===== src/sv/kstod_pkg.sv =====
// Package with key codes, field widths and codes shared by the time-of-day clock.
`timescale 1ns / 1ps
`default_nettype none

package kstod_pkg;

    localparam int HOUR_W  = 5;
    localparam int MIN_W   = 6;
    localparam int SEC_W   = 6;
    localparam int MODE_W  = 2;
    localparam int PHASE_W = 3;
    localparam int KEY_W   = 8;
    localparam int OUT_W   = 24;

    localparam logic [KEY_W-1:0] KEY_STORE   = 8'h31;
    localparam logic [KEY_W-1:0] KEY_RESTORE = 8'h32;
    localparam logic [KEY_W-1:0] KEY_START   = 8'h33;
    localparam logic [KEY_W-1:0] KEY_UP      = 8'h34;
    localparam logic [KEY_W-1:0] KEY_DOWN    = 8'h35;
    localparam logic [KEY_W-1:0] KEY_STOP    = 8'h36;
    localparam logic [KEY_W-1:0] KEY_NEXT    = 8'h37;
    localparam logic [KEY_W-1:0] KEY_SET     = 8'h38;

    localparam logic [MODE_W-1:0] MODE_UNSET = 2'd0;
    localparam logic [MODE_W-1:0] MODE_AM    = 2'd1;
    localparam logic [MODE_W-1:0] MODE_PM    = 2'd2;
    localparam logic [MODE_W-1:0] MODE_24H   = 2'd3;

    localparam logic [PHASE_W-1:0] PHASE_NORMAL = 3'd0;
    localparam logic [PHASE_W-1:0] PHASE_MODE   = 3'd1;
    localparam logic [PHASE_W-1:0] PHASE_SEC    = 3'd2;
    localparam logic [PHASE_W-1:0] PHASE_MIN    = 3'd3;
    localparam logic [PHASE_W-1:0] PHASE_HOUR   = 3'd4;

    localparam logic [SEC_W-1:0]  SIXTY      = 6'd60;
    localparam logic [SEC_W-1:0]  SIX_MAX    = 6'd63;
    localparam logic [SEC_W-1:0]  SIX_TOP    = 6'd59;
    localparam logic [HOUR_W-1:0] HOUR_24    = 5'd24;
    localparam logic [HOUR_W-1:0] HOUR_12    = 5'd12;
    localparam logic [HOUR_W-1:0] HOUR_MAX   = 5'd31;
    localparam logic [HOUR_W-1:0] HOUR_TOP24 = 5'd23;
    localparam logic [HOUR_W-1:0] HOUR_TOP12 = 5'd11;

    // Up/down step on a seconds or minutes count with its wrap rules.
    function automatic logic [SEC_W-1:0] step_sixty(input logic [SEC_W-1:0] v,
                                                     input logic [KEY_W-1:0] key);
        logic [SEC_W-1:0] r;
        r = v;
        if (key == KEY_UP)
            r = r + 6'd1;
        if (key == KEY_DOWN)
            r = r - 6'd1;
        if (r == SIXTY)
            r = '0;
        if (r == SIX_MAX)
            r = SIX_TOP;
        return r;
    endfunction

endpackage

`default_nettype wire


===== src/sv/keypad_set_time_of_day_clock_unit.sv =====
// Top level of the keypad-set time-of-day clock with 12/24 hour modes.
// A request is held in the input register, then its result is registered in the result register.
// Throughput: one request per cycle while the output does not stall; the clock state updates in a single pass.
// The input register and the result register each hold while the output stalls.
// Reset (rst_n low, asynchronous) clears time, mode, saved copy and LED,
// stops the clock and leaves it in the mode-setting step.
`timescale 1ns / 1ps
`default_nettype none

module keypad_set_time_of_day_clock_unit
(
    input  wire logic                            clk,
    input  wire logic                            rst_n,
    input  wire logic                            s_tvalid,
    output logic                                 s_tready,
    input  wire logic [kstod_pkg::KEY_W-1:0]     s_tdata,   // key_code[7:0]
    input  wire logic                            s_tuser,   // func[0]
    output logic                                 m_tvalid,
    input  wire logic                            m_tready,
    // hours[4:0], minutes[10:5], seconds[16:11], clock_mode[18:17],
    // running[19], set_phase[22:20], led[23]
    output logic [kstod_pkg::OUT_W-1:0]          m_tdata
);

    // Input stage
    logic                        in_valid_reg;
    logic                        in_func_reg;
    logic [kstod_pkg::KEY_W-1:0] in_key_reg;

    // Clock state
    logic [kstod_pkg::SEC_W-1:0]   sec_reg, sec_next;
    logic [kstod_pkg::MIN_W-1:0]   min_reg, min_next;
    logic [kstod_pkg::HOUR_W-1:0]  hour_reg, hour_next;
    logic [kstod_pkg::MODE_W-1:0]  mode_reg, mode_next;
    logic                          run_reg, run_next;
    logic [kstod_pkg::PHASE_W-1:0] phase_reg, phase_next;
    logic                          led_reg, led_next;
    logic [kstod_pkg::SEC_W-1:0]   saved_sec_reg, saved_sec_next;
    logic [kstod_pkg::MIN_W-1:0]   saved_min_reg, saved_min_next;
    logic [kstod_pkg::HOUR_W-1:0]  saved_hour_reg, saved_hour_next;

    // Result stage
    logic                        out_valid_reg;
    logic [kstod_pkg::OUT_W-1:0] out_data_reg;

    logic advance;
    logic fire;

    assign advance  = !out_valid_reg || m_tready;
    assign fire     = advance && in_valid_reg;
    assign s_tready = !in_valid_reg || advance;
    assign m_tvalid = out_valid_reg;
    assign m_tdata  = out_data_reg;

    always_comb
    begin
        logic [kstod_pkg::SEC_W-1:0]  sec_inc;
        logic [kstod_pkg::MIN_W-1:0]  min_inc;
        logic [kstod_pkg::HOUR_W-1:0] hour_tmp;

        sec_next        = sec_reg;
        min_next        = min_reg;
        hour_next       = hour_reg;
        mode_next       = mode_reg;
        run_next        = run_reg;
        phase_next      = phase_reg;
        led_next        = led_reg;
        saved_sec_next  = saved_sec_reg;
        saved_min_next  = saved_min_reg;
        saved_hour_next = saved_hour_reg;
        sec_inc         = sec_reg + 6'd1;
        min_inc         = min_reg + 6'd1;
        hour_tmp        = hour_reg;

        if (!in_func_reg) begin
            if (run_reg) begin
                led_next = !led_reg;
                sec_next = sec_inc;
                // Only the step from 59 to 60 carries into the next field.
                if (sec_inc == kstod_pkg::SIXTY) begin
                    sec_next = '0;
                    min_next = min_inc;
                    if (min_inc == kstod_pkg::SIXTY) begin
                        min_next = '0;
                        hour_tmp = hour_reg + 5'd1;
                        if (hour_tmp == kstod_pkg::HOUR_12 &&
                            (mode_reg == kstod_pkg::MODE_AM ||
                             mode_reg == kstod_pkg::MODE_PM)) begin
                            mode_next = (mode_reg == kstod_pkg::MODE_AM) ?
                                        kstod_pkg::MODE_PM : kstod_pkg::MODE_AM;
                            hour_tmp  = '0;
                        end
                        if (hour_tmp == kstod_pkg::HOUR_24)
                            hour_tmp = '0;
                        hour_next = hour_tmp;
                    end
                end
            end
        end else if (phase_reg != kstod_pkg::PHASE_NORMAL) begin
            case (phase_reg)
                kstod_pkg::PHASE_MODE:
                begin
                    if (in_key_reg == kstod_pkg::KEY_UP)
                        mode_next = mode_reg + 2'd1;
                    if (mode_next == kstod_pkg::MODE_UNSET)
                        mode_next = kstod_pkg::MODE_AM;
                end
                kstod_pkg::PHASE_SEC:
                    sec_next = kstod_pkg::step_sixty(sec_reg, in_key_reg);
                kstod_pkg::PHASE_MIN:
                    min_next = kstod_pkg::step_sixty(min_reg, in_key_reg);
                default:
                begin
                    if (in_key_reg == kstod_pkg::KEY_UP)
                        hour_tmp = hour_reg + 5'd1;
                    if (in_key_reg == kstod_pkg::KEY_DOWN)
                        hour_tmp = hour_reg - 5'd1;
                    if (mode_reg == kstod_pkg::MODE_24H) begin
                        if (hour_tmp == kstod_pkg::HOUR_24)
                            hour_tmp = '0;
                        if (hour_tmp == kstod_pkg::HOUR_MAX)
                            hour_tmp = kstod_pkg::HOUR_TOP24;
                    end
                    if (mode_reg == kstod_pkg::MODE_AM || mode_reg == kstod_pkg::MODE_PM) begin
                        if (hour_tmp == kstod_pkg::HOUR_12)
                            hour_tmp = '0;
                        if (hour_tmp == kstod_pkg::HOUR_MAX)
                            hour_tmp = kstod_pkg::HOUR_TOP12;
                    end
                    hour_next = hour_tmp;
                end
            endcase
            if (in_key_reg == kstod_pkg::KEY_NEXT) begin
                if (phase_reg >= kstod_pkg::PHASE_HOUR) begin
                    phase_next = kstod_pkg::PHASE_NORMAL;
                    run_next   = 1'b1;
                end else begin
                    phase_next = phase_reg + 3'd1;
                end
            end
        end else begin
            case (in_key_reg)
                kstod_pkg::KEY_STOP:
                    run_next = 1'b0;
                kstod_pkg::KEY_START:
                    run_next = 1'b1;
                kstod_pkg::KEY_NEXT:
                begin
                    sec_next  = '0;
                    min_next  = '0;
                    hour_next = '0;
                end
                kstod_pkg::KEY_SET:
                begin
                    run_next   = 1'b0;
                    phase_next = kstod_pkg::PHASE_MODE;
                end
                kstod_pkg::KEY_RESTORE:
                begin
                    sec_next  = saved_sec_reg;
                    min_next  = saved_min_reg;
                    hour_next = saved_hour_reg;
                end
                kstod_pkg::KEY_STORE:
                begin
                    saved_sec_next  = sec_reg;
                    saved_min_next  = min_reg;
                    saved_hour_next = hour_reg;
                end
                default:
                begin
                end
            endcase
        end
    end

    always_ff @(posedge clk or negedge rst_n)
    begin
        if (!rst_n) begin
            in_valid_reg   <= 1'b0;
            out_valid_reg  <= 1'b0;
            sec_reg        <= '0;
            min_reg        <= '0;
            hour_reg       <= '0;
            mode_reg       <= kstod_pkg::MODE_UNSET;
            run_reg        <= 1'b0;
            phase_reg      <= kstod_pkg::PHASE_MODE;
            led_reg        <= 1'b0;
            saved_sec_reg  <= '0;
            saved_min_reg  <= '0;
            saved_hour_reg <= '0;
        end else begin
            if (s_tready)
                in_valid_reg <= s_tvalid;
            if (advance)
                out_valid_reg <= in_valid_reg;
            if (fire) begin
                sec_reg        <= sec_next;
                min_reg        <= min_next;
                hour_reg       <= hour_next;
                mode_reg       <= mode_next;
                run_reg        <= run_next;
                phase_reg      <= phase_next;
                led_reg        <= led_next;
                saved_sec_reg  <= saved_sec_next;
                saved_min_reg  <= saved_min_next;
                saved_hour_reg <= saved_hour_next;
            end
        end
    end

    // Payload registers carry no reset.
    always_ff @(posedge clk)
    begin
        if (s_tready && s_tvalid) begin
            in_func_reg <= s_tuser;
            in_key_reg  <= s_tdata;
        end
        if (fire)
            out_data_reg <= {led_next, phase_next, run_next, mode_next,
                             sec_next, min_next, hour_next};
    end

    // The clock only runs outside of setting.
    assert property (@(posedge clk) disable iff (!rst_n)
        run_reg |-> (phase_reg == kstod_pkg::PHASE_NORMAL))
    else $error("clock running while a setting step is active");

    assert property (@(posedge clk) disable iff (!rst_n)
        phase_reg <= kstod_pkg::PHASE_HOUR)
    else $error("setting step out of range");

    // Once chosen, the mode never returns to unset.
    assert property (@(posedge clk) disable iff (!rst_n)
        (mode_reg != kstod_pkg::MODE_UNSET) |=> (mode_reg != kstod_pkg::MODE_UNSET))
    else $error("clock mode fell back to unset");

    // The LED moves only on a counted tick.
    assert property (@(posedge clk) disable iff (!rst_n)
        !fire || in_func_reg || !run_reg |=> $stable(led_reg))
    else $error("LED toggled without a counted tick");

endmodule

`default_nettype wire


===== config.mk =====
export PLATFORM = sky130hd
export DESIGN_NAME = keypad_set_time_of_day_clock_unit
export DESIGN_NICKNAME = d
export VERILOG_FILES = /design/src/sv/kstod_pkg.sv /design/src/sv/keypad_set_time_of_day_clock_unit.sv
export SDC_FILE = /design/constraint.sdc
export NUM_CORES = 1
export LEC_CHECK = 0
export ABC_AREA = 0
export BUFFER_PORTS_ARGS = -buffer_cell sky130_fd_sc_hd__buf_4
export CORE_ASPECT_RATIO = 1.1
export CORE_MARGIN = 2
export CORE_UTILIZATION = 57
export CTS_BUF_LIST = sky130_fd_sc_hd__clkbuf_2 sky130_fd_sc_hd__clkbuf_4 sky130_fd_sc_hd__clkbuf_8
export CTS_CLUSTER_SIZE = 20
export DETAILED_ROUTE_END_ITERATION = 16
export PLACE_DENSITY = 0.79
export SLEW_MARGIN = 20
export SYNTH_ARGS = -nofsm -noshare
export SYNTH_HDL_FRONTEND = slang
export SYNTH_SLANG_ARGS = --single-unit

===== constraint.sdc =====
create_clock -name clk -period 3 [get_ports clk]
set_input_delay 0.45 -clock clk [delete_from_list [all_inputs] [get_ports clk]]
set_output_delay 0.45 -clock clk [all_outputs]
set_load 0.005 [all_outputs]

==> summary.txt <==
Run status
  – Outcome: completed

Clock tree
  – Clk_lat worst skew: 0.38 ns
  – TritonCTS Sinks: 76
  – Clk root buf: clkbuf_8
  – Maximum clock path buffer count: 2
  – CTS tree: done
  – Post-cts hold buffer count: 0
  – CTS Buf Count: 9
  – Max H-tree Level: 3
  – Clock-pin slew on the worst setup and hold paths: 0.08 ns

Critical path
  – Crit Path Class: flip-flop to flip-flop
  – Worst-path fanout max: 11
  – Bufs and invs on worst path: 1
  – Critical path's top delay family: simple AND/OR/NAND/NOR gates
  – Critical path's slowest cell: edfxtp_1
  – Worst EP required: 3.26 ns
  – CP Cell Sequence: buf_6 > nor4b_4 > nand2_2 > mux2i_2 > ha_2 > nand2_1 > a21boi_2 > a31oi_2 > or3_1 > a31oi_2 > o22ai_1 > mux2_2
  – CP startpoint kind: flip-flop
  – Cell mode on critical path: a31oi_2
  – Critical path endpoint category: flip-flop
  – Worst Path Arrival: 3.24 ns
  – Max incr delay on CP: 0.42 ns

Synthesis
  – Commonest cells in the netlist: 55 x nand2_1, 42 x dfrtp_1, 39 x clkbuf_1
  – Post-Syn Area: 0.00541 mm2
  – Top_reg_cell synth: dfrtp_1
  – Syn_nets: 604
  – Number of flops mapped to enable cells by yosys: 33
  – Yosys Warn Count: 0
  – Ys async rst share: 0.566
  – Synthesized area per cell: 9.35 um2
  – Synth top area share: 0.194
  – Post-Synthesis Cells: 579
  – Synth Register Bits: 76
  – Sequential area share after synthesis: 0.382
  – Synth cell types: 77
  – Synth area leaders: dfrtp_1 19%, edfxtp_1 18%, mux2_2 6.0%
  – Count leader, synth: nand2_1
  – Cell taking the most area after synthesis: dfrtp_1

Floorplan
  – Rows: 37
  – Initial cell density of the core: 0.582
  – Die area: 0.0103 mm2
  – Core box area: 0.00931 mm2
  – Io pins: 39
  – Die X: 96.9 um
  – Die Ht: 106 um

Global routing
  – Vias in the first global route: 4758
  – Initial antenna violation count: 0
  – First-pass GRT wire length: 23700 um
  – Tot GR Track Use: 0.287
  – Pin count of the biggest net entering global routing: 47
  – Gr ovfl total: 0

Route
  – Detail Route Antenna Nets: 0
  – Met1 wire length: 5770 um
  – Routed length per instance: 19.6 um
  – WL met3: 1290 um
  – DRC Markers: 0
  – Pre-Repair DR Iteration Count: 6
  – Met2 routed WL: 7000 um
  – Vias/cell: 6.82
  – Via Count: 5109
  – Total wire length: 14700 um
  – Initial DRC count: 488
  – Max Used Layer: met4

Placement
  – Dpl cells: 724
  – DP Wirelength: 10100 um
  – Buffers on Ports: 38
  – RePlAce Congestion: 1.00

Layout
  – Diode count: 0
  – Fillers: 672
  – Largest register FFs: 24
  – Area growth, synth to finish: 17.4%
  – Footprint of the multi-input gates: 0.00317 mm2
  – Final cell count without fillers: 749
  – Layout cells sized above 1: 0.252
  – Seq. cell area: 0.00207 mm2
  – Final #Nets: 652

STA
  – Final Hold Violating Endpoints: 0
  – Slew margin rel.: 0.529
  – Tightest Pin Transition: 0.706 ns
  – Slew Limit Fails: 0
  – Peak Freq: 0.335 GHz
  – RSZ-0062 raised after global routing: yes
  – Crit path time final: 2.98 ns
  – Clk_skew: 0.0122 ns
  – Tcrit/Tclk final: 0.994
  – Final Setup Violations: 0

Power and ir drop
  – Design Power: 4850 uW
  – Worst IR Drop VDD: 0.325 mV
  – Leak Pwr: 0.00255 uW
  – Cell Pwr Density: 764 mW/mm2

Min path
  – Min-Delay Path Class: input pin to asynchronous set/reset pin

Job
  – Max-cap violations: 0
## per-stage QoR
stage / area, um2 / worst slack [ns] / TNS (ns) / hold slack (ns) / utilization
6_report: 6350 / 0.0192 / 0 / 0.0714 / 0.683
2_1_floorplan: 5410 / 0.116 / 0 / 0.154 / -
5_1_grt: 6350 / -0.143 / -0.477 / 0.118 / 0.683
4_1_cts: 6250 / 0.00611 / 0 / 0.102 / 0.672
3_5_place_dp: 5960 / -0.0678 / -0.0733 / 0.480 / 0.640
3_3_place_gp: 5960 / 0.0144 / 0 / 0.466 / 0.640
## placed cells by master, fill, tap and decap left out, drive strengths merged, types with 5 or more instances in the layout
master / instances
buf: 88
nand2: 55
dfrtp: 42
edfxtp: 33
nor2: 32
mux2: 31
o21ai: 29
a21oi: 24
nor3: 21
mux2i: 17
a31oi: 16
xnor2: 14
nand3: 14
inv: 12
ha: 12
xor2: 11
o211ai: 9
clkbuf: 9
a211oi: 9
nor2b: 8
and3: 8
nand2b: 8
a221o: 7
o31ai: 7
a221oi: 7
nor4b: 7
and4b: 6
nand4: 6
and2: 5
a41oi: 5
a22oi: 5
## report_power, final
part	total, uW	switching, uW	internal [uW]
registers	1610	284	1330
logic	2260	1250	1010
clock network	976	418	558
## final timing paths
| kind | from | endpoint | slack [ns] | cells past startpoint |
|---|---|---|---|---|
| max | in_key_reg[1] | sec_reg[5] | 0.02 | 12 |
| min | rst_n | min_reg[4] | 0.07 | 1 |
| max reg2reg | in_key_reg[1] | sec_reg[5] | 0.02 | 12 |
| min reg2reg | saved_sec_reg[2] | saved_sec_reg[2] | 0.50 | 2 |
| max in group asynchronous | rst_n | saved_sec_reg[2] | 2.53 | 1 |
| min in group clk | s_tdata[6] | in_key_reg[6] | 0.25 | 1 |
## timing repair
item / 4_1_cts / 5_1_grt
pin swaps: 2 / 7
setup buffers: 4 / 5
setup endpoints to repair: 2 / 15
gates resized for setup: 3 / 16
## final cells by class
cell class | instances | share of cell area
Timing Repair Buffer | 88 | 0.107
Clock inverter | 7 | 0.0195
Multi-Input combinational cell | 440 | 0.499
Sequential cell | 76 | 0.325
Clock buffer | 9 | 0.0195
Tap cell | 117 | 0.0230
Inverter | 12 | 0.00709
## routing by layer
| layer | global-route usage | vias to the layer above |
|---|---|---|
| li1 | - | 2303 |
| met1 | 0.363 | 2425 |
| met2 | 0.475 | 314 |
| met3 | 0.0500 | 67 |
| met4 | 0.148 | 0 |
| met5 | 0 | - |
## cells by family (layout without fill, tap and decap cells)
logic type	after synthesis	after routing	synth area share
and+or+nand+nor	206	206	0.217
AOI/OAI and AO/OA	149	149	0.191
DFF	76	76	0.382
buffers and inverters	63	116	0.0465
muxes	48	48	0.0959
xor gates and xnor gates	25	25	0.0405
adders and majority gates	12	12	0.0277
(Power assumes the default switching activity.)
